--- src/hdl/des_pkg.sv ---
`timescale 1ns / 1ps
// DES tables, types and permutation functions shared by the cipher pipeline
package des_pkg;

    localparam int ROUNDS = 16;

    typedef logic [47:0] t_subkey;
    typedef t_subkey     t_subkey_arr [0:ROUNDS-1];
    typedef logic [31:0] t_half;

    localparam logic [6:0] T_IP [0:63] = '{
        7'd58, 7'd50, 7'd42, 7'd34, 7'd26, 7'd18, 7'd10, 7'd2,
        7'd60, 7'd52, 7'd44, 7'd36, 7'd28, 7'd20, 7'd12, 7'd4,
        7'd62, 7'd54, 7'd46, 7'd38, 7'd30, 7'd22, 7'd14, 7'd6,
        7'd64, 7'd56, 7'd48, 7'd40, 7'd32, 7'd24, 7'd16, 7'd8,
        7'd57, 7'd49, 7'd41, 7'd33, 7'd25, 7'd17, 7'd9,  7'd1,
        7'd59, 7'd51, 7'd43, 7'd35, 7'd27, 7'd19, 7'd11, 7'd3,
        7'd61, 7'd53, 7'd45, 7'd37, 7'd29, 7'd21, 7'd13, 7'd5,
        7'd63, 7'd55, 7'd47, 7'd39, 7'd31, 7'd23, 7'd15, 7'd7};

    localparam logic [6:0] T_FP [0:63] = '{
        7'd40, 7'd8, 7'd48, 7'd16, 7'd56, 7'd24, 7'd64, 7'd32,
        7'd39, 7'd7, 7'd47, 7'd15, 7'd55, 7'd23, 7'd63, 7'd31,
        7'd38, 7'd6, 7'd46, 7'd14, 7'd54, 7'd22, 7'd62, 7'd30,
        7'd37, 7'd5, 7'd45, 7'd13, 7'd53, 7'd21, 7'd61, 7'd29,
        7'd36, 7'd4, 7'd44, 7'd12, 7'd52, 7'd20, 7'd60, 7'd28,
        7'd35, 7'd3, 7'd43, 7'd11, 7'd51, 7'd19, 7'd59, 7'd27,
        7'd34, 7'd2, 7'd42, 7'd10, 7'd50, 7'd18, 7'd58, 7'd26,
        7'd33, 7'd1, 7'd41, 7'd9,  7'd49, 7'd17, 7'd57, 7'd25};

    localparam logic [5:0] T_E [0:47] = '{
        6'd32, 6'd1,  6'd2,  6'd3,  6'd4,  6'd5,  6'd4,  6'd5,
        6'd6,  6'd7,  6'd8,  6'd9,  6'd8,  6'd9,  6'd10, 6'd11,
        6'd12, 6'd13, 6'd12, 6'd13, 6'd14, 6'd15, 6'd16, 6'd17,
        6'd16, 6'd17, 6'd18, 6'd19, 6'd20, 6'd21, 6'd20, 6'd21,
        6'd22, 6'd23, 6'd24, 6'd25, 6'd24, 6'd25, 6'd26, 6'd27,
        6'd28, 6'd29, 6'd28, 6'd29, 6'd30, 6'd31, 6'd32, 6'd1};

    localparam logic [5:0] T_P [0:31] = '{
        6'd16, 6'd7,  6'd20, 6'd21, 6'd29, 6'd12, 6'd28, 6'd17,
        6'd1,  6'd15, 6'd23, 6'd26, 6'd5,  6'd18, 6'd31, 6'd10,
        6'd2,  6'd8,  6'd24, 6'd14, 6'd32, 6'd27, 6'd3,  6'd9,
        6'd19, 6'd13, 6'd30, 6'd6,  6'd22, 6'd11, 6'd4,  6'd25};

    localparam logic [6:0] T_PC1 [0:55] = '{
        7'd57, 7'd49, 7'd41, 7'd33, 7'd25, 7'd17, 7'd9,  7'd1,
        7'd58, 7'd50, 7'd42, 7'd34, 7'd26, 7'd18, 7'd10, 7'd2,
        7'd59, 7'd51, 7'd43, 7'd35, 7'd27, 7'd19, 7'd11, 7'd3,
        7'd60, 7'd52, 7'd44, 7'd36, 7'd63, 7'd55, 7'd47, 7'd39,
        7'd31, 7'd23, 7'd15, 7'd7,  7'd62, 7'd54, 7'd46, 7'd38,
        7'd30, 7'd22, 7'd14, 7'd6,  7'd61, 7'd53, 7'd45, 7'd37,
        7'd29, 7'd21, 7'd13, 7'd5,  7'd28, 7'd20, 7'd12, 7'd4};

    localparam logic [5:0] T_PC2 [0:47] = '{
        6'd14, 6'd17, 6'd11, 6'd24, 6'd1,  6'd5,  6'd3,  6'd28,
        6'd15, 6'd6,  6'd21, 6'd10, 6'd23, 6'd19, 6'd12, 6'd4,
        6'd26, 6'd8,  6'd16, 6'd7,  6'd27, 6'd20, 6'd13, 6'd2,
        6'd41, 6'd52, 6'd31, 6'd37, 6'd47, 6'd55, 6'd30, 6'd40,
        6'd51, 6'd45, 6'd33, 6'd48, 6'd44, 6'd49, 6'd39, 6'd56,
        6'd34, 6'd53, 6'd46, 6'd42, 6'd50, 6'd36, 6'd29, 6'd32};

    // cumulative left rotation of C and D after each round
    localparam logic [4:0] T_ROT_SUM [0:ROUNDS-1] = '{
        5'd1,  5'd2,  5'd4,  5'd6,  5'd8,  5'd10, 5'd12, 5'd14,
        5'd15, 5'd17, 5'd19, 5'd21, 5'd23, 5'd25, 5'd27, 5'd28};

    localparam logic [3:0] T_SBOX [0:7][0:3][0:15] = '{
        '{'{4'd14, 4'd4, 4'd13, 4'd1, 4'd2, 4'd15, 4'd11, 4'd8,
            4'd3, 4'd10, 4'd6, 4'd12, 4'd5, 4'd9, 4'd0, 4'd7},
          '{4'd0, 4'd15, 4'd7, 4'd4, 4'd14, 4'd2, 4'd13, 4'd1,
            4'd10, 4'd6, 4'd12, 4'd11, 4'd9, 4'd5, 4'd3, 4'd8},
          '{4'd4, 4'd1, 4'd14, 4'd8, 4'd13, 4'd6, 4'd2, 4'd11,
            4'd15, 4'd12, 4'd9, 4'd7, 4'd3, 4'd10, 4'd5, 4'd0},
          '{4'd15, 4'd12, 4'd8, 4'd2, 4'd4, 4'd9, 4'd1, 4'd7,
            4'd5, 4'd11, 4'd3, 4'd14, 4'd10, 4'd0, 4'd6, 4'd13}},
        '{'{4'd15, 4'd1, 4'd8, 4'd14, 4'd6, 4'd11, 4'd3, 4'd4,
            4'd9, 4'd7, 4'd2, 4'd13, 4'd12, 4'd0, 4'd5, 4'd10},
          '{4'd3, 4'd13, 4'd4, 4'd7, 4'd15, 4'd2, 4'd8, 4'd14,
            4'd12, 4'd0, 4'd1, 4'd10, 4'd6, 4'd9, 4'd11, 4'd5},
          '{4'd0, 4'd14, 4'd7, 4'd11, 4'd10, 4'd4, 4'd13, 4'd1,
            4'd5, 4'd8, 4'd12, 4'd6, 4'd9, 4'd3, 4'd2, 4'd15},
          '{4'd13, 4'd8, 4'd10, 4'd1, 4'd3, 4'd15, 4'd4, 4'd2,
            4'd11, 4'd6, 4'd7, 4'd12, 4'd0, 4'd5, 4'd14, 4'd9}},
        '{'{4'd10, 4'd0, 4'd9, 4'd14, 4'd6, 4'd3, 4'd15, 4'd5,
            4'd1, 4'd13, 4'd12, 4'd7, 4'd11, 4'd4, 4'd2, 4'd8},
          '{4'd13, 4'd7, 4'd0, 4'd9, 4'd3, 4'd4, 4'd6, 4'd10,
            4'd2, 4'd8, 4'd5, 4'd14, 4'd12, 4'd11, 4'd15, 4'd1},
          '{4'd13, 4'd6, 4'd4, 4'd9, 4'd8, 4'd15, 4'd3, 4'd0,
            4'd11, 4'd1, 4'd2, 4'd12, 4'd5, 4'd10, 4'd14, 4'd7},
          '{4'd1, 4'd10, 4'd13, 4'd0, 4'd6, 4'd9, 4'd8, 4'd7,
            4'd4, 4'd15, 4'd14, 4'd3, 4'd11, 4'd5, 4'd2, 4'd12}},
        '{'{4'd7, 4'd13, 4'd14, 4'd3, 4'd0, 4'd6, 4'd9, 4'd10,
            4'd1, 4'd2, 4'd8, 4'd5, 4'd11, 4'd12, 4'd4, 4'd15},
          '{4'd13, 4'd8, 4'd11, 4'd5, 4'd6, 4'd15, 4'd0, 4'd3,
            4'd4, 4'd7, 4'd2, 4'd12, 4'd1, 4'd10, 4'd14, 4'd9},
          '{4'd10, 4'd6, 4'd9, 4'd0, 4'd12, 4'd11, 4'd7, 4'd13,
            4'd15, 4'd1, 4'd3, 4'd14, 4'd5, 4'd2, 4'd8, 4'd4},
          '{4'd3, 4'd15, 4'd0, 4'd6, 4'd10, 4'd1, 4'd13, 4'd8,
            4'd9, 4'd4, 4'd5, 4'd11, 4'd12, 4'd7, 4'd2, 4'd14}},
        '{'{4'd2, 4'd12, 4'd4, 4'd1, 4'd7, 4'd10, 4'd11, 4'd6,
            4'd8, 4'd5, 4'd3, 4'd15, 4'd13, 4'd0, 4'd14, 4'd9},
          '{4'd14, 4'd11, 4'd2, 4'd12, 4'd4, 4'd7, 4'd13, 4'd1,
            4'd5, 4'd0, 4'd15, 4'd10, 4'd3, 4'd9, 4'd8, 4'd6},
          '{4'd4, 4'd2, 4'd1, 4'd11, 4'd10, 4'd13, 4'd7, 4'd8,
            4'd15, 4'd9, 4'd12, 4'd5, 4'd6, 4'd3, 4'd0, 4'd14},
          '{4'd11, 4'd8, 4'd12, 4'd7, 4'd1, 4'd14, 4'd2, 4'd13,
            4'd6, 4'd15, 4'd0, 4'd9, 4'd10, 4'd4, 4'd5, 4'd3}},
        '{'{4'd12, 4'd1, 4'd10, 4'd15, 4'd9, 4'd2, 4'd6, 4'd8,
            4'd0, 4'd13, 4'd3, 4'd4, 4'd14, 4'd7, 4'd5, 4'd11},
          '{4'd10, 4'd15, 4'd4, 4'd2, 4'd7, 4'd12, 4'd9, 4'd5,
            4'd6, 4'd1, 4'd13, 4'd14, 4'd0, 4'd11, 4'd3, 4'd8},
          '{4'd9, 4'd14, 4'd15, 4'd5, 4'd2, 4'd8, 4'd12, 4'd3,
            4'd7, 4'd0, 4'd4, 4'd10, 4'd1, 4'd13, 4'd11, 4'd6},
          '{4'd4, 4'd3, 4'd2, 4'd12, 4'd9, 4'd5, 4'd15, 4'd10,
            4'd11, 4'd14, 4'd1, 4'd7, 4'd6, 4'd0, 4'd8, 4'd13}},
        '{'{4'd4, 4'd11, 4'd2, 4'd14, 4'd15, 4'd0, 4'd8, 4'd13,
            4'd3, 4'd12, 4'd9, 4'd7, 4'd5, 4'd10, 4'd6, 4'd1},
          '{4'd13, 4'd0, 4'd11, 4'd7, 4'd4, 4'd9, 4'd1, 4'd10,
            4'd14, 4'd3, 4'd5, 4'd12, 4'd2, 4'd15, 4'd8, 4'd6},
          '{4'd1, 4'd4, 4'd11, 4'd13, 4'd12, 4'd3, 4'd7, 4'd14,
            4'd10, 4'd15, 4'd6, 4'd8, 4'd0, 4'd5, 4'd9, 4'd2},
          '{4'd6, 4'd11, 4'd13, 4'd8, 4'd1, 4'd4, 4'd10, 4'd7,
            4'd9, 4'd5, 4'd0, 4'd15, 4'd14, 4'd2, 4'd3, 4'd12}},
        '{'{4'd13, 4'd2, 4'd8, 4'd4, 4'd6, 4'd15, 4'd11, 4'd1,
            4'd10, 4'd9, 4'd3, 4'd14, 4'd5, 4'd0, 4'd12, 4'd7},
          '{4'd1, 4'd15, 4'd13, 4'd8, 4'd10, 4'd3, 4'd7, 4'd4,
            4'd12, 4'd5, 4'd6, 4'd11, 4'd0, 4'd14, 4'd9, 4'd2},
          '{4'd7, 4'd11, 4'd4, 4'd1, 4'd9, 4'd12, 4'd14, 4'd2,
            4'd0, 4'd6, 4'd10, 4'd13, 4'd15, 4'd3, 4'd5, 4'd8},
          '{4'd2, 4'd1, 4'd14, 4'd7, 4'd4, 4'd10, 4'd8, 4'd13,
            4'd15, 4'd12, 4'd9, 4'd0, 4'd3, 4'd5, 4'd6, 4'd11}}};

    function automatic logic [63:0] perm_ip(input logic [63:0] src);
        logic [63:0] res;
        res = '0;
        for (int i = 0; i < 64; i++) res[63-i] = src[64 - int'(T_IP[i])];
        return res;
    endfunction

    function automatic logic [63:0] perm_fp(input logic [63:0] src);
        logic [63:0] res;
        res = '0;
        for (int i = 0; i < 64; i++) res[63-i] = src[64 - int'(T_FP[i])];
        return res;
    endfunction

    function automatic logic [55:0] perm_pc1(input logic [63:0] src);
        logic [55:0] res;
        res = '0;
        for (int i = 0; i < 56; i++) res[55-i] = src[64 - int'(T_PC1[i])];
        return res;
    endfunction

    function automatic t_subkey perm_pc2(input logic [55:0] src);
        t_subkey res;
        res = '0;
        for (int i = 0; i < 48; i++) res[47-i] = src[56 - int'(T_PC2[i])];
        return res;
    endfunction

    function automatic logic [27:0] rotl28(input logic [27:0] v, input logic [4:0] s);
        logic [55:0] dbl;
        dbl = {v, v} << s;
        return dbl[55:28];
    endfunction

    function automatic t_half feistel(input t_half half, input t_subkey key);
        t_subkey     mix;
        t_half       sout;
        t_half       res;
        logic [5:0]  six;
        mix  = '0;
        sout = '0;
        res  = '0;
        for (int i = 0; i < 48; i++) mix[47-i] = half[32 - int'(T_E[i])];
        mix = mix ^ key;
        for (int b = 0; b < 8; b++) begin
            six = mix[42 - 6*b +: 6];
            sout[28 - 4*b +: 4] = T_SBOX[b][{six[5], six[0]}][six[4:1]];
        end
        for (int i = 0; i < 32; i++) res[31-i] = sout[32 - int'(T_P[i])];
        return res;
    endfunction

endpackage

--- src/hdl/des_key_sched.sv ---
`timescale 1ns / 1ps
// DES key schedule: registered round keys in application order
module des_key_sched
    import des_pkg::*;
(
    input  logic        i_clk,
    input  logic [63:0] i_cipher_key,
    input  logic        i_encrypt_mode,
    output t_subkey_arr o_subkeys
);

    t_subkey_arr r_subkeys;
    t_subkey_arr n_subkeys;
    t_subkey_arr w_sched;
    logic [55:0] w_k56;

    always_comb begin
        w_k56 = perm_pc1(i_cipher_key);
        for (int r = 0; r < ROUNDS; r++) begin
            w_sched[r] = perm_pc2({rotl28(w_k56[55:28], T_ROT_SUM[r]),
                                   rotl28(w_k56[27:0],  T_ROT_SUM[r])});
        end
        for (int r = 0; r < ROUNDS; r++) begin
            n_subkeys[r] = i_encrypt_mode ? w_sched[r] : w_sched[ROUNDS-1-r];
        end
    end

    always_ff @(posedge i_clk) begin
        r_subkeys <= n_subkeys;
    end

    assign o_subkeys = r_subkeys;

endmodule

--- config.mk ---
export PLATFORM = sky130hd
export DESIGN_NAME = des_key_sched
export DESIGN_NICKNAME = d
export VERILOG_FILES = /design/src/hdl/des_pkg.sv /design/src/hdl/des_key_sched.sv
export SDC_FILE = /design/constraint.sdc
export NUM_CORES = 1
export LEC_CHECK = 0
export BUFFER_PORTS_ARGS = -buffer_cell sky130_fd_sc_hd__buf_2
export CORE_AREA = 3 3 322 324
export DETAILED_ROUTE_END_ITERATION = 12
export DIE_AREA = 0 0 325 327
export GPL_TIMING_DRIVEN = 1
export PLACE_DENSITY_LB_ADDON = 0.05
export SLEW_MARGIN = 20
export SYNTH_ARGS = -nofsm -noshare
export SYNTH_HDL_FRONTEND = slang
export SYNTH_SLANG_ARGS = --single-unit
--- constraint.sdc ---
create_clock -name i_clk -period 1.35 [get_ports i_clk]
set_input_delay 0.135 -clock i_clk [delete_from_list [all_inputs] [get_ports i_clk]]
set_output_delay 0.135 -clock i_clk [all_outputs]
set_load 0.01 [all_outputs]
# Yosys cells after proc, flatten, opt, wreduce, memory -nomap -nowiden
# Index checks and enable logic that the tools add are counted.
dict set report totals {
  output_inout_bits 768
  inputBits 66
  regBits 768
  word_cells 32
}
dict set report classes {
  n_mux 16
}
# operator count
set op_table {}
lappend op_table {{$mux 48} 16}

# Depth between registers and ports, before layout
dict set report logic_depth {
  word_depth 1
  mapped_depth 5
  mapped_depth_nobuf 1
}

# Worst setup path after synthesis
# OpenSTA, ideal clock, no wires.
dict set report synth_path {
  path_kind {input to register}
  startpoint {in i_encrypt_mode}
  endpoint {reg r_subkeys (netlist bit o_subkeys[173])}
  path_buffers 4
  t_arrival_ns 0.989
  required_time_ns 1.229
  setup_time_ns 0.121
  stages 5
  slack_ns 0.240
  path_cell_list {buf_2 -> buf_6 -> buf_6 -> buf_6 -> mux2_4}
}
# item line_no
set synth_lines {}
lappend synth_lines {{start: declaration} des_key_sched.sv:8} ;# input logic i_encrypt_mode,
lappend synth_lines {{end signal: assignment} des_key_sched.sv:29} ;# r_subkeys <= n_subkeys;
lappend synth_lines {{end: declaration} des_key_sched.sv:12} ;# t_subkey_arr r_subkeys;

==> summary.txt <==
Layout
  – Fillers: 10200
  – Share of cells above drive strength 1: 72.7%
  – Largest register FFs: 688
  – Finished Layout Cells: 3782
  – Nets: 2417
  – Area of the multi-input gates: 9250 um^2
  – Synthesis-to-finish area growth: 31.8%
  – FF/Latch Area: 13800 um^2
  – Cell area after layout: 32600 um^2

Setup path
  – Largest stage delay on the critical path: 0.35 ns
  – Critical path type: reg -> out
  – CP endpoint kind: output port
  – Buf+Inv Stages, Crit Path: 1
  – Max FO, Critical Path: 2
  – Worst EP arrival: 1.16 ns
  – CP required: 1.22 ns
  – CP Launch Type: flip-flop
  – CP cell instances: buf_2
  – Critical-path top delay cell: dfxtp_2
  – Delay-heaviest family, CP: flip-flops

Timing
  – Slew @ Worst Pin: 0.985 ns
  – Minimum clock period: 1.29 ns
  – Slew Limit Fails: 0
  – Endpoints failing setup: 0
  – Headroom to the max-slew limit: 34.4%
  – Final hold vios: 0
  – Period Utilization, post-route: 95.7%
  – Peak Freq: 0.774 GHz
  – RSZ-0062 raised after global routing: true

Clocking
  – CTS tree: done
  – Clk sink count: 688
  – Postcts setup bufs: 0
  – CTS clock-pin slew for the worst setup and hold paths: 0.06 ns
  – H-tree levels: 3
  – Num CTS Buffers: 85
  – Clock Tree Root: clkbuf_16
  – Clk buf depth: 3

Global routing
  – GRT Total Usage: 18.1%
  – Initial antenna violation count: 5
  – Grt total ovfl: 0
  – First-pass GRT wire length: 136000 um
  – Vias in the first global route: 16100
  – Largest net degree at the start of global routing: 50

Run status
  – Outcome: completed

Yosys
  – Netlist cell types: 7
  – Post-synth top flop: dfxtp_1
  – Post-synthesis net count: 1715
  – Synth Area per Inst: 15.0 um^2
  – Post-synth EDFFs: 0
  – Post-Syn Area: 24700 um^2
  – Synthesis warning total: 0
  – Top cells by area, synth: dfxtp_1, mux2_4, mux2_2
  – Share of the synthesized area in the top cell type: 55.7%
  – Gate Count Post-Synth: 1649
  – Synth top cells by count: dfxtp_1, mux2_4, mux2_2
  – Yosys top cell by area: dfxtp_1
  – Ys async rst share: 0%
  – Yosys reg bits: 688
  – Sequential element share of the synthesized area: 55.7%
  – Most frequent cell after synthesis: dfxtp_1

Job
  – Max_cap viols: 0

Drt
  – # DRC: 0
  – Starting DRC count in detailed routing: 614
  – Final wirelength: 99600 um
  – Via Count: 15300
  – Drt pass-1 iters: 4
  – Vias per cell: 4.05
  – Drt wl/cell: 26.3 um
  – Routed Antenna Nets: 0

Placed design
  – Post-Place Cell Area: 29700 um^2
  – Placer Congestion: 0.736
  – Post-DP HPWL: 66600 um
  – Placed Instances: 3631
  – Port Buf Inserts: 825

Die
  – Num ports: 834
  – FP Rows: 117
  – Die area: 106000 um^2
  – Die width: 325 um
  – Core Box Area: 101000 um^2
  – Initial Util: 24.4%
  – Die Y: 327 um

Worst hold path
  – Hold Path Class: in -> reg

Power
  – Peak supply drop: 0.832 mV
  – Pwr per Cell Area: 1620 nW/um^2
  – P_leak: 15.3 nW
## routing by layer
metal / GRT usage (%) / vias to the layer above / routed length (um)
met4: 4.29 / 4 / 2310
met3: 7.28 / 117 / 8780
li1: - / 6900 / -
met5: 0 / - / 27
met2: 31.6 / 620 / 49200
met1: 20.6 / 7667 / 39300
## final timing paths
kind,from,endpoint,cells past startpoint
worst min-delay path,i_cipher_key[50],o_subkeys[683],2
worst max-delay path,o_subkeys[393],o_subkeys[6],1
## where the power goes
part / internal [mW] / leakage, nW / switching [mW] / total (mW)
Clock: 13.6 / 1.38 / 9.19 / 22.8
Sequential: 22.0 / 5.81 / 0.553 / 22.5
Combinational: 3.51 / 8.10 / 4.09 / 7.60
## layout make-up
type	instances	share of cell area [%]
multi-input cells	688	28.4
diodes	1	0.00768
clock buffers	126	7.68
clock inverters	23	0.895
well taps	1368	5.25
flip-flops and latches	688	42.5
repair buffers	888	15.3
## placed cells by master (no fill, tap or decap)
cell type	instances
buf_6	3
bufinv_16	4
buf_12	25
clkinv_8	1
mux2_4	400
clkinv_16	1
buf_2	807
dlygate4sd3_1	1
dfxtp_2	44
inv_6	6
clkbuf_16	85
buf_4	51
dfxtp_1	639
buf_8	1
dfxtp_4	5
clkinvlp_4	1
clkinv_2	9
diode_2	1
clkbuf_1	19
mux2_2	288
clkbuf_8	22
inv_16	1
## stage by stage
stage / utilization, % / hold WS, ns / TNS [ns] / setup slack (ns) / power (mW)
after floorplan: - / 0.278 / 0 / 0.240 / 27.2
after global placement: 29.2 / 0.533 / 0 / 0.0451 / 30.7
after detailed placement: 29.2 / 0.529 / 0 / 0.0346 / 30.7
after CTS: 32.1 / 0.127 / -0.000798 / -0.000798 / 53.9
after global routing: 32.1 / 0.161 / -0.00724 / -0.00422 / 55.0
final: 32.1 / 0.164 / 0 / 0.0574 / 52.9
## repair_timing
action / CTS / global route
hold buffers: 1 / 0
pin swaps: 0 / 0
gates resized for setup: 55 / 17
hold endpoints to repair: 1 / 0
setup endpoints to repair: 78 / 26
## kinds of logic after synthesis
group                  after synthesis  share of synthesized area (%)
muxes                              688                           37.4
DFF                                688                           55.7
buffers and inverters              273                           6.91
No activity file was read; power rests on OpenSTA's default activity.
