**src/hdl/des_pkg.sv**
```systemverilog
`timescale 1ns / 1ps
// DES tables, types and permutation functions shared by the cipher pipeline
package des_pkg;

    localparam int ROUNDS = 16;

    typedef logic [47:0] t_subkey;
    typedef t_subkey     t_subkey_arr [0:ROUNDS-1];
    typedef logic [31:0] t_half;

    localparam logic [6:0] T_IP [0:63] = '{
        7'd58, 7'd50, 7'd42, 7'd34, 7'd26, 7'd18, 7'd10, 7'd2,
        7'd60, 7'd52, 7'd44, 7'd36, 7'd28, 7'd20, 7'd12, 7'd4,
        7'd62, 7'd54, 7'd46, 7'd38, 7'd30, 7'd22, 7'd14, 7'd6,
        7'd64, 7'd56, 7'd48, 7'd40, 7'd32, 7'd24, 7'd16, 7'd8,
        7'd57, 7'd49, 7'd41, 7'd33, 7'd25, 7'd17, 7'd9,  7'd1,
        7'd59, 7'd51, 7'd43, 7'd35, 7'd27, 7'd19, 7'd11, 7'd3,
        7'd61, 7'd53, 7'd45, 7'd37, 7'd29, 7'd21, 7'd13, 7'd5,
        7'd63, 7'd55, 7'd47, 7'd39, 7'd31, 7'd23, 7'd15, 7'd7};

    localparam logic [6:0] T_FP [0:63] = '{
        7'd40, 7'd8, 7'd48, 7'd16, 7'd56, 7'd24, 7'd64, 7'd32,
        7'd39, 7'd7, 7'd47, 7'd15, 7'd55, 7'd23, 7'd63, 7'd31,
        7'd38, 7'd6, 7'd46, 7'd14, 7'd54, 7'd22, 7'd62, 7'd30,
        7'd37, 7'd5, 7'd45, 7'd13, 7'd53, 7'd21, 7'd61, 7'd29,
        7'd36, 7'd4, 7'd44, 7'd12, 7'd52, 7'd20, 7'd60, 7'd28,
        7'd35, 7'd3, 7'd43, 7'd11, 7'd51, 7'd19, 7'd59, 7'd27,
        7'd34, 7'd2, 7'd42, 7'd10, 7'd50, 7'd18, 7'd58, 7'd26,
        7'd33, 7'd1, 7'd41, 7'd9,  7'd49, 7'd17, 7'd57, 7'd25};

    localparam logic [5:0] T_E [0:47] = '{
        6'd32, 6'd1,  6'd2,  6'd3,  6'd4,  6'd5,  6'd4,  6'd5,
        6'd6,  6'd7,  6'd8,  6'd9,  6'd8,  6'd9,  6'd10, 6'd11,
        6'd12, 6'd13, 6'd12, 6'd13, 6'd14, 6'd15, 6'd16, 6'd17,
        6'd16, 6'd17, 6'd18, 6'd19, 6'd20, 6'd21, 6'd20, 6'd21,
        6'd22, 6'd23, 6'd24, 6'd25, 6'd24, 6'd25, 6'd26, 6'd27,
        6'd28, 6'd29, 6'd28, 6'd29, 6'd30, 6'd31, 6'd32, 6'd1};

    localparam logic [5:0] T_P [0:31] = '{
        6'd16, 6'd7,  6'd20, 6'd21, 6'd29, 6'd12, 6'd28, 6'd17,
        6'd1,  6'd15, 6'd23, 6'd26, 6'd5,  6'd18, 6'd31, 6'd10,
        6'd2,  6'd8,  6'd24, 6'd14, 6'd32, 6'd27, 6'd3,  6'd9,
        6'd19, 6'd13, 6'd30, 6'd6,  6'd22, 6'd11, 6'd4,  6'd25};

    localparam logic [6:0] T_PC1 [0:55] = '{
        7'd57, 7'd49, 7'd41, 7'd33, 7'd25, 7'd17, 7'd9,  7'd1,
        7'd58, 7'd50, 7'd42, 7'd34, 7'd26, 7'd18, 7'd10, 7'd2,
        7'd59, 7'd51, 7'd43, 7'd35, 7'd27, 7'd19, 7'd11, 7'd3,
        7'd60, 7'd52, 7'd44, 7'd36, 7'd63, 7'd55, 7'd47, 7'd39,
        7'd31, 7'd23, 7'd15, 7'd7,  7'd62, 7'd54, 7'd46, 7'd38,
        7'd30, 7'd22, 7'd14, 7'd6,  7'd61, 7'd53, 7'd45, 7'd37,
        7'd29, 7'd21, 7'd13, 7'd5,  7'd28, 7'd20, 7'd12, 7'd4};

    localparam logic [5:0] T_PC2 [0:47] = '{
        6'd14, 6'd17, 6'd11, 6'd24, 6'd1,  6'd5,  6'd3,  6'd28,
        6'd15, 6'd6,  6'd21, 6'd10, 6'd23, 6'd19, 6'd12, 6'd4,
        6'd26, 6'd8,  6'd16, 6'd7,  6'd27, 6'd20, 6'd13, 6'd2,
        6'd41, 6'd52, 6'd31, 6'd37, 6'd47, 6'd55, 6'd30, 6'd40,
        6'd51, 6'd45, 6'd33, 6'd48, 6'd44, 6'd49, 6'd39, 6'd56,
        6'd34, 6'd53, 6'd46, 6'd42, 6'd50, 6'd36, 6'd29, 6'd32};

    // cumulative left rotation of C and D after each round
    localparam logic [4:0] T_ROT_SUM [0:ROUNDS-1] = '{
        5'd1,  5'd2,  5'd4,  5'd6,  5'd8,  5'd10, 5'd12, 5'd14,
        5'd15, 5'd17, 5'd19, 5'd21, 5'd23, 5'd25, 5'd27, 5'd28};

    localparam logic [3:0] T_SBOX [0:7][0:3][0:15] = '{
        '{'{4'd14, 4'd4, 4'd13, 4'd1, 4'd2, 4'd15, 4'd11, 4'd8,
            4'd3, 4'd10, 4'd6, 4'd12, 4'd5, 4'd9, 4'd0, 4'd7},
          '{4'd0, 4'd15, 4'd7, 4'd4, 4'd14, 4'd2, 4'd13, 4'd1,
            4'd10, 4'd6, 4'd12, 4'd11, 4'd9, 4'd5, 4'd3, 4'd8},
          '{4'd4, 4'd1, 4'd14, 4'd8, 4'd13, 4'd6, 4'd2, 4'd11,
            4'd15, 4'd12, 4'd9, 4'd7, 4'd3, 4'd10, 4'd5, 4'd0},
          '{4'd15, 4'd12, 4'd8, 4'd2, 4'd4, 4'd9, 4'd1, 4'd7,
            4'd5, 4'd11, 4'd3, 4'd14, 4'd10, 4'd0, 4'd6, 4'd13}},
        '{'{4'd15, 4'd1, 4'd8, 4'd14, 4'd6, 4'd11, 4'd3, 4'd4,
            4'd9, 4'd7, 4'd2, 4'd13, 4'd12, 4'd0, 4'd5, 4'd10},
          '{4'd3, 4'd13, 4'd4, 4'd7, 4'd15, 4'd2, 4'd8, 4'd14,
            4'd12, 4'd0, 4'd1, 4'd10, 4'd6, 4'd9, 4'd11, 4'd5},
          '{4'd0, 4'd14, 4'd7, 4'd11, 4'd10, 4'd4, 4'd13, 4'd1,
            4'd5, 4'd8, 4'd12, 4'd6, 4'd9, 4'd3, 4'd2, 4'd15},
          '{4'd13, 4'd8, 4'd10, 4'd1, 4'd3, 4'd15, 4'd4, 4'd2,
            4'd11, 4'd6, 4'd7, 4'd12, 4'd0, 4'd5, 4'd14, 4'd9}},
        '{'{4'd10, 4'd0, 4'd9, 4'd14, 4'd6, 4'd3, 4'd15, 4'd5,
            4'd1, 4'd13, 4'd12, 4'd7, 4'd11, 4'd4, 4'd2, 4'd8},
          '{4'd13, 4'd7, 4'd0, 4'd9, 4'd3, 4'd4, 4'd6, 4'd10,
            4'd2, 4'd8, 4'd5, 4'd14, 4'd12, 4'd11, 4'd15, 4'd1},
          '{4'd13, 4'd6, 4'd4, 4'd9, 4'd8, 4'd15, 4'd3, 4'd0,
            4'd11, 4'd1, 4'd2, 4'd12, 4'd5, 4'd10, 4'd14, 4'd7},
          '{4'd1, 4'd10, 4'd13, 4'd0, 4'd6, 4'd9, 4'd8, 4'd7,
            4'd4, 4'd15, 4'd14, 4'd3, 4'd11, 4'd5, 4'd2, 4'd12}},
        '{'{4'd7, 4'd13, 4'd14, 4'd3, 4'd0, 4'd6, 4'd9, 4'd10,
            4'd1, 4'd2, 4'd8, 4'd5, 4'd11, 4'd12, 4'd4, 4'd15},
          '{4'd13, 4'd8, 4'd11, 4'd5, 4'd6, 4'd15, 4'd0, 4'd3,
            4'd4, 4'd7, 4'd2, 4'd12, 4'd1, 4'd10, 4'd14, 4'd9},
          '{4'd10, 4'd6, 4'd9, 4'd0, 4'd12, 4'd11, 4'd7, 4'd13,
            4'd15, 4'd1, 4'd3, 4'd14, 4'd5, 4'd2, 4'd8, 4'd4},
          '{4'd3, 4'd15, 4'd0, 4'd6, 4'd10, 4'd1, 4'd13, 4'd8,
            4'd9, 4'd4, 4'd5, 4'd11, 4'd12, 4'd7, 4'd2, 4'd14}},
        '{'{4'd2, 4'd12, 4'd4, 4'd1, 4'd7, 4'd10, 4'd11, 4'd6,
            4'd8, 4'd5, 4'd3, 4'd15, 4'd13, 4'd0, 4'd14, 4'd9},
          '{4'd14, 4'd11, 4'd2, 4'd12, 4'd4, 4'd7, 4'd13, 4'd1,
            4'd5, 4'd0, 4'd15, 4'd10, 4'd3, 4'd9, 4'd8, 4'd6},
          '{4'd4, 4'd2, 4'd1, 4'd11, 4'd10, 4'd13, 4'd7, 4'd8,
            4'd15, 4'd9, 4'd12, 4'd5, 4'd6, 4'd3, 4'd0, 4'd14},
          '{4'd11, 4'd8, 4'd12, 4'd7, 4'd1, 4'd14, 4'd2, 4'd13,
            4'd6, 4'd15, 4'd0, 4'd9, 4'd10, 4'd4, 4'd5, 4'd3}},
        '{'{4'd12, 4'd1, 4'd10, 4'd15, 4'd9, 4'd2, 4'd6, 4'd8,
            4'd0, 4'd13, 4'd3, 4'd4, 4'd14, 4'd7, 4'd5, 4'd11},
          '{4'd10, 4'd15, 4'd4, 4'd2, 4'd7, 4'd12, 4'd9, 4'd5,
            4'd6, 4'd1, 4'd13, 4'd14, 4'd0, 4'd11, 4'd3, 4'd8},
          '{4'd9, 4'd14, 4'd15, 4'd5, 4'd2, 4'd8, 4'd12, 4'd3,
            4'd7, 4'd0, 4'd4, 4'd10, 4'd1, 4'd13, 4'd11, 4'd6},
          '{4'd4, 4'd3, 4'd2, 4'd12, 4'd9, 4'd5, 4'd15, 4'd10,
            4'd11, 4'd14, 4'd1, 4'd7, 4'd6, 4'd0, 4'd8, 4'd13}},
        '{'{4'd4, 4'd11, 4'd2, 4'd14, 4'd15, 4'd0, 4'd8, 4'd13,
            4'd3, 4'd12, 4'd9, 4'd7, 4'd5, 4'd10, 4'd6, 4'd1},
          '{4'd13, 4'd0, 4'd11, 4'd7, 4'd4, 4'd9, 4'd1, 4'd10,
            4'd14, 4'd3, 4'd5, 4'd12, 4'd2, 4'd15, 4'd8, 4'd6},
          '{4'd1, 4'd4, 4'd11, 4'd13, 4'd12, 4'd3, 4'd7, 4'd14,
            4'd10, 4'd15, 4'd6, 4'd8, 4'd0, 4'd5, 4'd9, 4'd2},
          '{4'd6, 4'd11, 4'd13, 4'd8, 4'd1, 4'd4, 4'd10, 4'd7,
            4'd9, 4'd5, 4'd0, 4'd15, 4'd14, 4'd2, 4'd3, 4'd12}},
        '{'{4'd13, 4'd2, 4'd8, 4'd4, 4'd6, 4'd15, 4'd11, 4'd1,
            4'd10, 4'd9, 4'd3, 4'd14, 4'd5, 4'd0, 4'd12, 4'd7},
          '{4'd1, 4'd15, 4'd13, 4'd8, 4'd10, 4'd3, 4'd7, 4'd4,
            4'd12, 4'd5, 4'd6, 4'd11, 4'd0, 4'd14, 4'd9, 4'd2},
          '{4'd7, 4'd11, 4'd4, 4'd1, 4'd9, 4'd12, 4'd14, 4'd2,
            4'd0, 4'd6, 4'd10, 4'd13, 4'd15, 4'd3, 4'd5, 4'd8},
          '{4'd2, 4'd1, 4'd14, 4'd7, 4'd4, 4'd10, 4'd8, 4'd13,
            4'd15, 4'd12, 4'd9, 4'd0, 4'd3, 4'd5, 4'd6, 4'd11}}};

    function automatic logic [63:0] perm_ip(input logic [63:0] src);
        logic [63:0] res;
        res = '0;
        for (int i = 0; i < 64; i++) res[63-i] = src[64 - int'(T_IP[i])];
        return res;
    endfunction

    function automatic logic [63:0] perm_fp(input logic [63:0] src);
        logic [63:0] res;
        res = '0;
        for (int i = 0; i < 64; i++) res[63-i] = src[64 - int'(T_FP[i])];
        return res;
    endfunction

    function automatic logic [55:0] perm_pc1(input logic [63:0] src);
        logic [55:0] res;
        res = '0;
        for (int i = 0; i < 56; i++) res[55-i] = src[64 - int'(T_PC1[i])];
        return res;
    endfunction

    function automatic t_subkey perm_pc2(input logic [55:0] src);
        t_subkey res;
        res = '0;
        for (int i = 0; i < 48; i++) res[47-i] = src[56 - int'(T_PC2[i])];
        return res;
    endfunction

    function automatic logic [27:0] rotl28(input logic [27:0] v, input logic [4:0] s);
        logic [55:0] dbl;
        dbl = {v, v} << s;
        return dbl[55:28];
    endfunction

    function automatic t_half feistel(input t_half half, input t_subkey key);
        t_subkey     mix;
        t_half       sout;
        t_half       res;
        logic [5:0]  six;
        mix  = '0;
        sout = '0;
        res  = '0;
        for (int i = 0; i < 48; i++) mix[47-i] = half[32 - int'(T_E[i])];
        mix = mix ^ key;
        for (int b = 0; b < 8; b++) begin
            six = mix[42 - 6*b +: 6];
            sout[28 - 4*b +: 4] = T_SBOX[b][{six[5], six[0]}][six[4:1]];
        end
        for (int i = 0; i < 32; i++) res[31-i] = sout[32 - int'(T_P[i])];
        return res;
    endfunction

endpackage

```
**src/hdl/des_round.sv**
```systemverilog
`timescale 1ns / 1ps
// One registered DES Feistel round stage
module des_round
    import des_pkg::*;
(
    input  logic    i_clk,
    input  logic    i_rst_n,
    input  logic    i_valid,
    input  t_half   i_left,
    input  t_half   i_right,
    input  t_subkey i_subkey,
    output logic    o_valid,
    output t_half   o_left,
    output t_half   o_right
);

    logic  r_valid;
    t_half r_left;
    t_half r_right;

    always_ff @(posedge i_clk) begin
        if (!i_rst_n) begin
            r_valid <= 1'b0;
        end else begin
            r_valid <= i_valid;
        end
    end

    always_ff @(posedge i_clk) begin
        r_left  <= i_right;
        r_right <= i_left ^ feistel(i_right, i_subkey);
    end

    assign o_valid = r_valid;
    assign o_left  = r_left;
    assign o_right = r_right;

endmodule

```
**config.mk**
```make
export PLATFORM = sky130hd
export DESIGN_NAME = des_round
export DESIGN_NICKNAME = d
export VERILOG_FILES = /design/src/hdl/des_pkg.sv /design/src/hdl/des_round.sv
export SDC_FILE = /design/constraint.sdc
export NUM_CORES = 1
export LEC_CHECK = 0
export BUFFER_PORTS_ARGS = -buffer_cell sky130_fd_sc_hd__buf_2
export CAP_MARGIN = 10
export CELL_PAD_IN_SITES_DETAIL_PLACEMENT = 1
export CELL_PAD_IN_SITES_GLOBAL_PLACEMENT = 1
export CORE_ASPECT_RATIO = 0.7
export CORE_MARGIN = 10
export CORE_UTILIZATION = 37
export DETAILED_ROUTE_END_ITERATION = 12
export GPL_TIMING_DRIVEN = 0
export PLACE_DENSITY_LB_ADDON = 0.1
export SLEW_MARGIN = 20
export SYNTH_ARGS = -nofsm -noshare
export SYNTH_HDL_FRONTEND = slang
export SYNTH_SLANG_ARGS = --single-unit
```
**constraint.sdc**
```tcl
create_clock -name i_clk -period 2.1 [get_ports i_clk]
set_input_delay 0.21 -clock i_clk [delete_from_list [all_inputs] [get_ports i_clk]]
set_output_delay 0.21 -clock i_clk [all_outputs]
set_load 0.02 [all_outputs]
```
* After elaboration in Yosys (flattened, before gate mapping)
Index checks and enable logic that the tools add are counted.
Word-level totals: bits in registers 65, input port bits 115, output and inout port bits 65, word-level logic and storage cells 85
Operators by class: magnitude comparators 16, multiplexer cells 48, bitwise operators 18
Operator list (number):
- $bmux W64 S2 | 8
- $mux W64 | 16
- $bmux W4 S4 | 8
- $mux W4 | 16
- $xor A48 B48 Y48 | 1
- $ge A5 B5 Y1 const B | 8
- $not A4 Y5 | 8
- $xor A32 B32 Y32 | 1
- $ge A3 B3 Y1 const B | 8
- $not A2 Y3 | 8

* Depth between registers and ports, before layout
word-level depth 9, gate-level depth with buffers 9, depth with buffers taken out 9

* Least setup slack after synthesis
OpenSTA, ideal clock, no wires.
kind input to register, start point in i_subkey[0], end point reg r_right[11] (netlist: o_right[11]), library setup time 0.118 ns, data arrival time 2.147 ns, required time 1.982 ns, path slack -0.165 ns, stages 9, path buffers 2, path through xor2_1 > clkbuf_1 > ha_1 > clkbuf_1 > nand2_1 > a21oi_1 > o21bai_1 > mux4_2 > xnor2_1
Between the ends: cells in the longest elaborated chain, start to end 9
Ends and longest elaborated chain:
- from (decl) | RTL line des_round.sv:11 | input t_subkey i_subkey,
- $xor A48 B48 Y48 | RTL line des_pkg.sv:176 | mix = mix ^ key;
- $not A2 Y3 (implied by the code) | RTL line des_pkg.sv:179 | sout[28 - 4*b +: 4] = T_SBOX[b][{six[5], six[0]}][six[4:1]];
- $bmux W64 S2 | RTL line des_pkg.sv:179
- $mux W64 (implied by the code) (2 in series) | RTL line des_pkg.sv:179
- $bmux W4 S4 | RTL line des_pkg.sv:179
- $mux W4 (implied by the code) (2 in series) | RTL line des_pkg.sv:179
- $xor A32 B32 Y32 | RTL line des_round.sv:31 | r_right <= i_left ^ feistel(i_right, i_subkey);
- to (signal assigned) | RTL line des_round.sv:31
- to (decl) | RTL line des_round.sv:19 | t_half r_right;
Every way passes these cells. The select of a mux whose other input is x is not followed. A chain may end at the register's enable or synchronous reset.

* Worst setup path after layout
start point in i_right[0], end point reg r_right[15] (netlist: o_right[15])
Between the ends: cells in the longest elaborated chain, start to end 9
Ends and longest elaborated chain:
- from (decl) | RTL line des_round.sv:10 | input t_half i_right,
- $xor A48 B48 Y48 | RTL line des_pkg.sv:176
- $not A2 Y3 (implied by the code) | RTL line des_pkg.sv:179
- $bmux W64 S2 | RTL line des_pkg.sv:179
- $mux W64 (implied by the code) (2 in series) | RTL line des_pkg.sv:179
- $bmux W4 S4 | RTL line des_pkg.sv:179
- $mux W4 (implied by the code) (2 in series) | RTL line des_pkg.sv:179
- $xor A32 B32 Y32 | RTL line des_round.sv:31
Every way passes these cells. The select of a mux whose other input is x is not followed.

==> results.sh <==
export IMPL_synth_top_area_cell="dfxtp_1"
export IMPL_synth_area_top_cells="dfxtp_1, mux4_2, ha_1"
export IMPL_fin_crit_sh_pct=99.1
export IMPL_synth_edf_count=0
export IMPL_worstHoldEndpoint="o_left[2]"
export IMPL_tightest_slew_ps=860
export IMPL_syn_to_final_growth_pct=29.1
export IMPL_ys_seq_elements=65
export IMPL_synth_adder_area_share_pct=11.7
export IMPL_first_pass_iters=5
export IMPL_port_buffers=179
export IMPL_gr_total_overflow=0
export IMPL_synth_xor_area_share_pct=17.4
export IMPL_crit_fanout=11
export IMPL_drv_slew=0
export IMPL_hold_path_class="primary input to flip-flop"
export IMPL_gp_congestion=0.867
export IMPL_cts_tree="built"
export IMPL_nets=1157
export IMPL_fin_util_pct=48.8
export IMPL_hold_depth=1
export IMPL_peakVddDrop_mv=0.383
export IMPL_instances_no_fill=1220
export IMPL_synth_most_common_cell="dfxtp_1"
export IMPL_cp_start_kind="primary input"
export IMPL_yosysWarnings=0
export IMPL_clock_fmax_ghz=0.481
export IMPL_placed_cell_area_sq_mm=0.00811
export IMPL_synth_compound_area_share_pct=20.2
export IMPL_muxShareOfSynthArea_pct=16.1
export IMPL_num_vias=6721
export IMPL_synth_seq_area_share_pct=19.0
export IMPL_dp_cells=1185
export IMPL_drv_cap=0
export IMPL_place_hpwl_mm=17.5
export IMPL_die_x_microns=183
export IMPL_die_y_microns=134
export IMPL_avgRoutedWirePerCell_microns=18.7
export IMPL_num_io_pins=180
export IMPL_antenna_found_initial=2
export IMPL_grt_pass1_wl_mm=36.1
export IMPL_ant_nets=0
export IMPL_status="finished clean"
export IMPL_drive_above_1_share_pct=31.8
export IMPL_synth_simple_gate_area_share_pct=11.4
export IMPL_grt_max_degree=14
export IMPL_critPathKind="primary input to flip-flop"
export IMPL_crit_path_end_kind="flip-flop"
export IMPL_rsz0062_at_grt="yes"
export IMPL_synth_area_sq_mm=0.00685
export IMPL_syn_nets=948
export IMPL_post_synth_cell_area_avg_sq_um=8.89
export IMPL_synth_commonest_cells="dfxtp_1, nand2_1, ha_1, xnor2_1, nor2_1"
export IMPL_final_area_sq_mm=0.00884
export IMPL_start_util_pct=37.8
export IMPL_yosys_area_top_type_share_pct=19.0
export IMPL_synth_main_ff_cell="dfxtp_1"
export IMPL_clockRootBuffer="clkbuf_16"
export IMPL_min_period_ps=2080
export IMPL_drc=0
export IMPL_setup_viol=0
export IMPL_hold_violations=0
export IMPL_via_per_inst=5.51
export IMPL_critPathRequiredTime_ps=2320
export IMPL_slew_headroom_pct=42.2
export IMPL_h_tree_depth=3
export IMPL_synthArstFlopShare_pct=0
export IMPL_cts_max_path_buffers=2
export IMPL_cts_sinks=65
export IMPL_dieArea_sq_mm=0.0244
export IMPL_first_global_vias=6634
export IMPL_synth_cell_types=58
export IMPL_clkTransAtPathRegs_ps=60
export IMPL_tns_ps=0
export IMPL_drtIter0Drc=482
export IMPL_cts_buffers=9
export IMPL_whs_ps=24.0
export IMPL_powerDensity_mw_per_mm2=720
export IMPL_synth_top_family_by_area="compound AO/OA/AOI/OAI gates"
export IMPL_grt_usage_pct=17.7
export IMPL_drt_wl_total_mm=22.8
export IMPL_core_region_area_sq_mm=0.0181
export IMPL_arrival_ps=2300
export IMPL_hp_start="i_right[2]"
export IMPL_power_leakage_nw=3.74
export IMPL_fp_row_count=41
export IMPL_syn_inst=770
## flip-flops by register name, summed over array words and instances (netlist names)
signal   count
o_valid      1
o_right     32
o_left      32
## how the worst max path moves through the flow
stage          cells past startpoint  slack (ps)        start     endpoint
6_report                           8          20   i_right[0]  o_right[15]
5_1_grt                            9         -60  i_right[19]  o_right[26]
4_1_cts                            9         -70  i_right[19]  o_right[26]
3_5_place_dp                       9        -730  i_right[24]  o_right[26]
3_3_place_gp                       9        -780  i_right[24]  o_right[26]
2_1_floorplan                      9         -60  i_subkey[0]  o_right[11]
## repair_timing
item                       in CTS  in global routing
hold buffers                    2                  0
setup buffers                   1                 18
pin swaps                       4                  7
resized for setup              17                 34
hold endpoints to repair        2                  0
setup endpoints to repair      21                 27
## layout by cell type, fill, tap and decap left out, types with 5 or more instances in the layout
cell / n
o211ai_1: 28
ha_1: 61
xor2_4: 13
inv_1: 33
xor2_1: 40
o21ai_0: 33
nor2_1: 54
xnor2_1: 50
mux2i_1: 20
buf_2: 185
o221ai_1: 11
inv_2: 5
clkbuf_16: 9
a211oi_1: 17
o2111ai_1: 7
xnor2_2: 10
dfxtp_1: 65
o311ai_0: 7
a221oi_1: 5
clkbuf_1: 19
nand2_1: 64
nor3_1: 22
mux4_2: 37
buf_4: 20
a21oi_1: 31
xor2_2: 9
nand3_1: 27
a31oi_1: 20
## logic make-up after synthesis
family / Yosys count
multiplexers: 62
buffers and inverters: 73
AO/OA/AOI/OAI: 200
AND/OR/NAND/NOR: 182
XOR/XNOR: 124
flip-flops: 65
adder cells (fa/ha/maj): 64
## report_power, final
group / switching (W) / total, W / internal, W
clock network: 0.000560 / 0.00138 / 0.000816
registers: 0.0000494 / 0.00154 / 0.00149
logic: 0.00202 / 0.00345 / 0.00143
total: 0.00263 / 0.00636 / 0.00373
## per-layer routing
layer  routed length [microns]  part of all wire, %  GRT usage (%)  up-vias
li1                          -                    -              -     3267
met1                     10600                   47           24.8     3208
met2                     10400                   45           26.4      226
met3                      1620                  7.1           5.32       18
met4                       159                 0.70           3.11        2
met5                        20                0.088              0        -
## worst max-delay path, cell delays in order
cell      delay [ps]
clkbuf_4         160
xor2_4           170
buf_8            160
ha_1             360
inv_1             90
mux4_2           480
mux4_2           500
xor2_1           160
## through the flow
stage          setup slack, ps  total power (W)
3_5_place_dp              -735          0.00485
6_report                  19.4          0.00636
2_1_floorplan            -61.7          0.00387
5_1_grt                  -63.6          0.00685
3_3_place_gp              -779          0.00484
4_1_cts                  -74.5          0.00632
## layout make-up
type,instances,area [sq um]
Timing Repair Buffer,200,1060
Tap cell,236,295
Inverter,40,156
Clock buffer,11,243
Fill cell,2175,9270
Multi-Input combinational cell,632,5610
Buffer,31,151
Sequential cell,65,1300
Clock inverter,4,20.0
Antenna cell,1,2.50
Note: power is estimated with default switching activity, not from simulation.
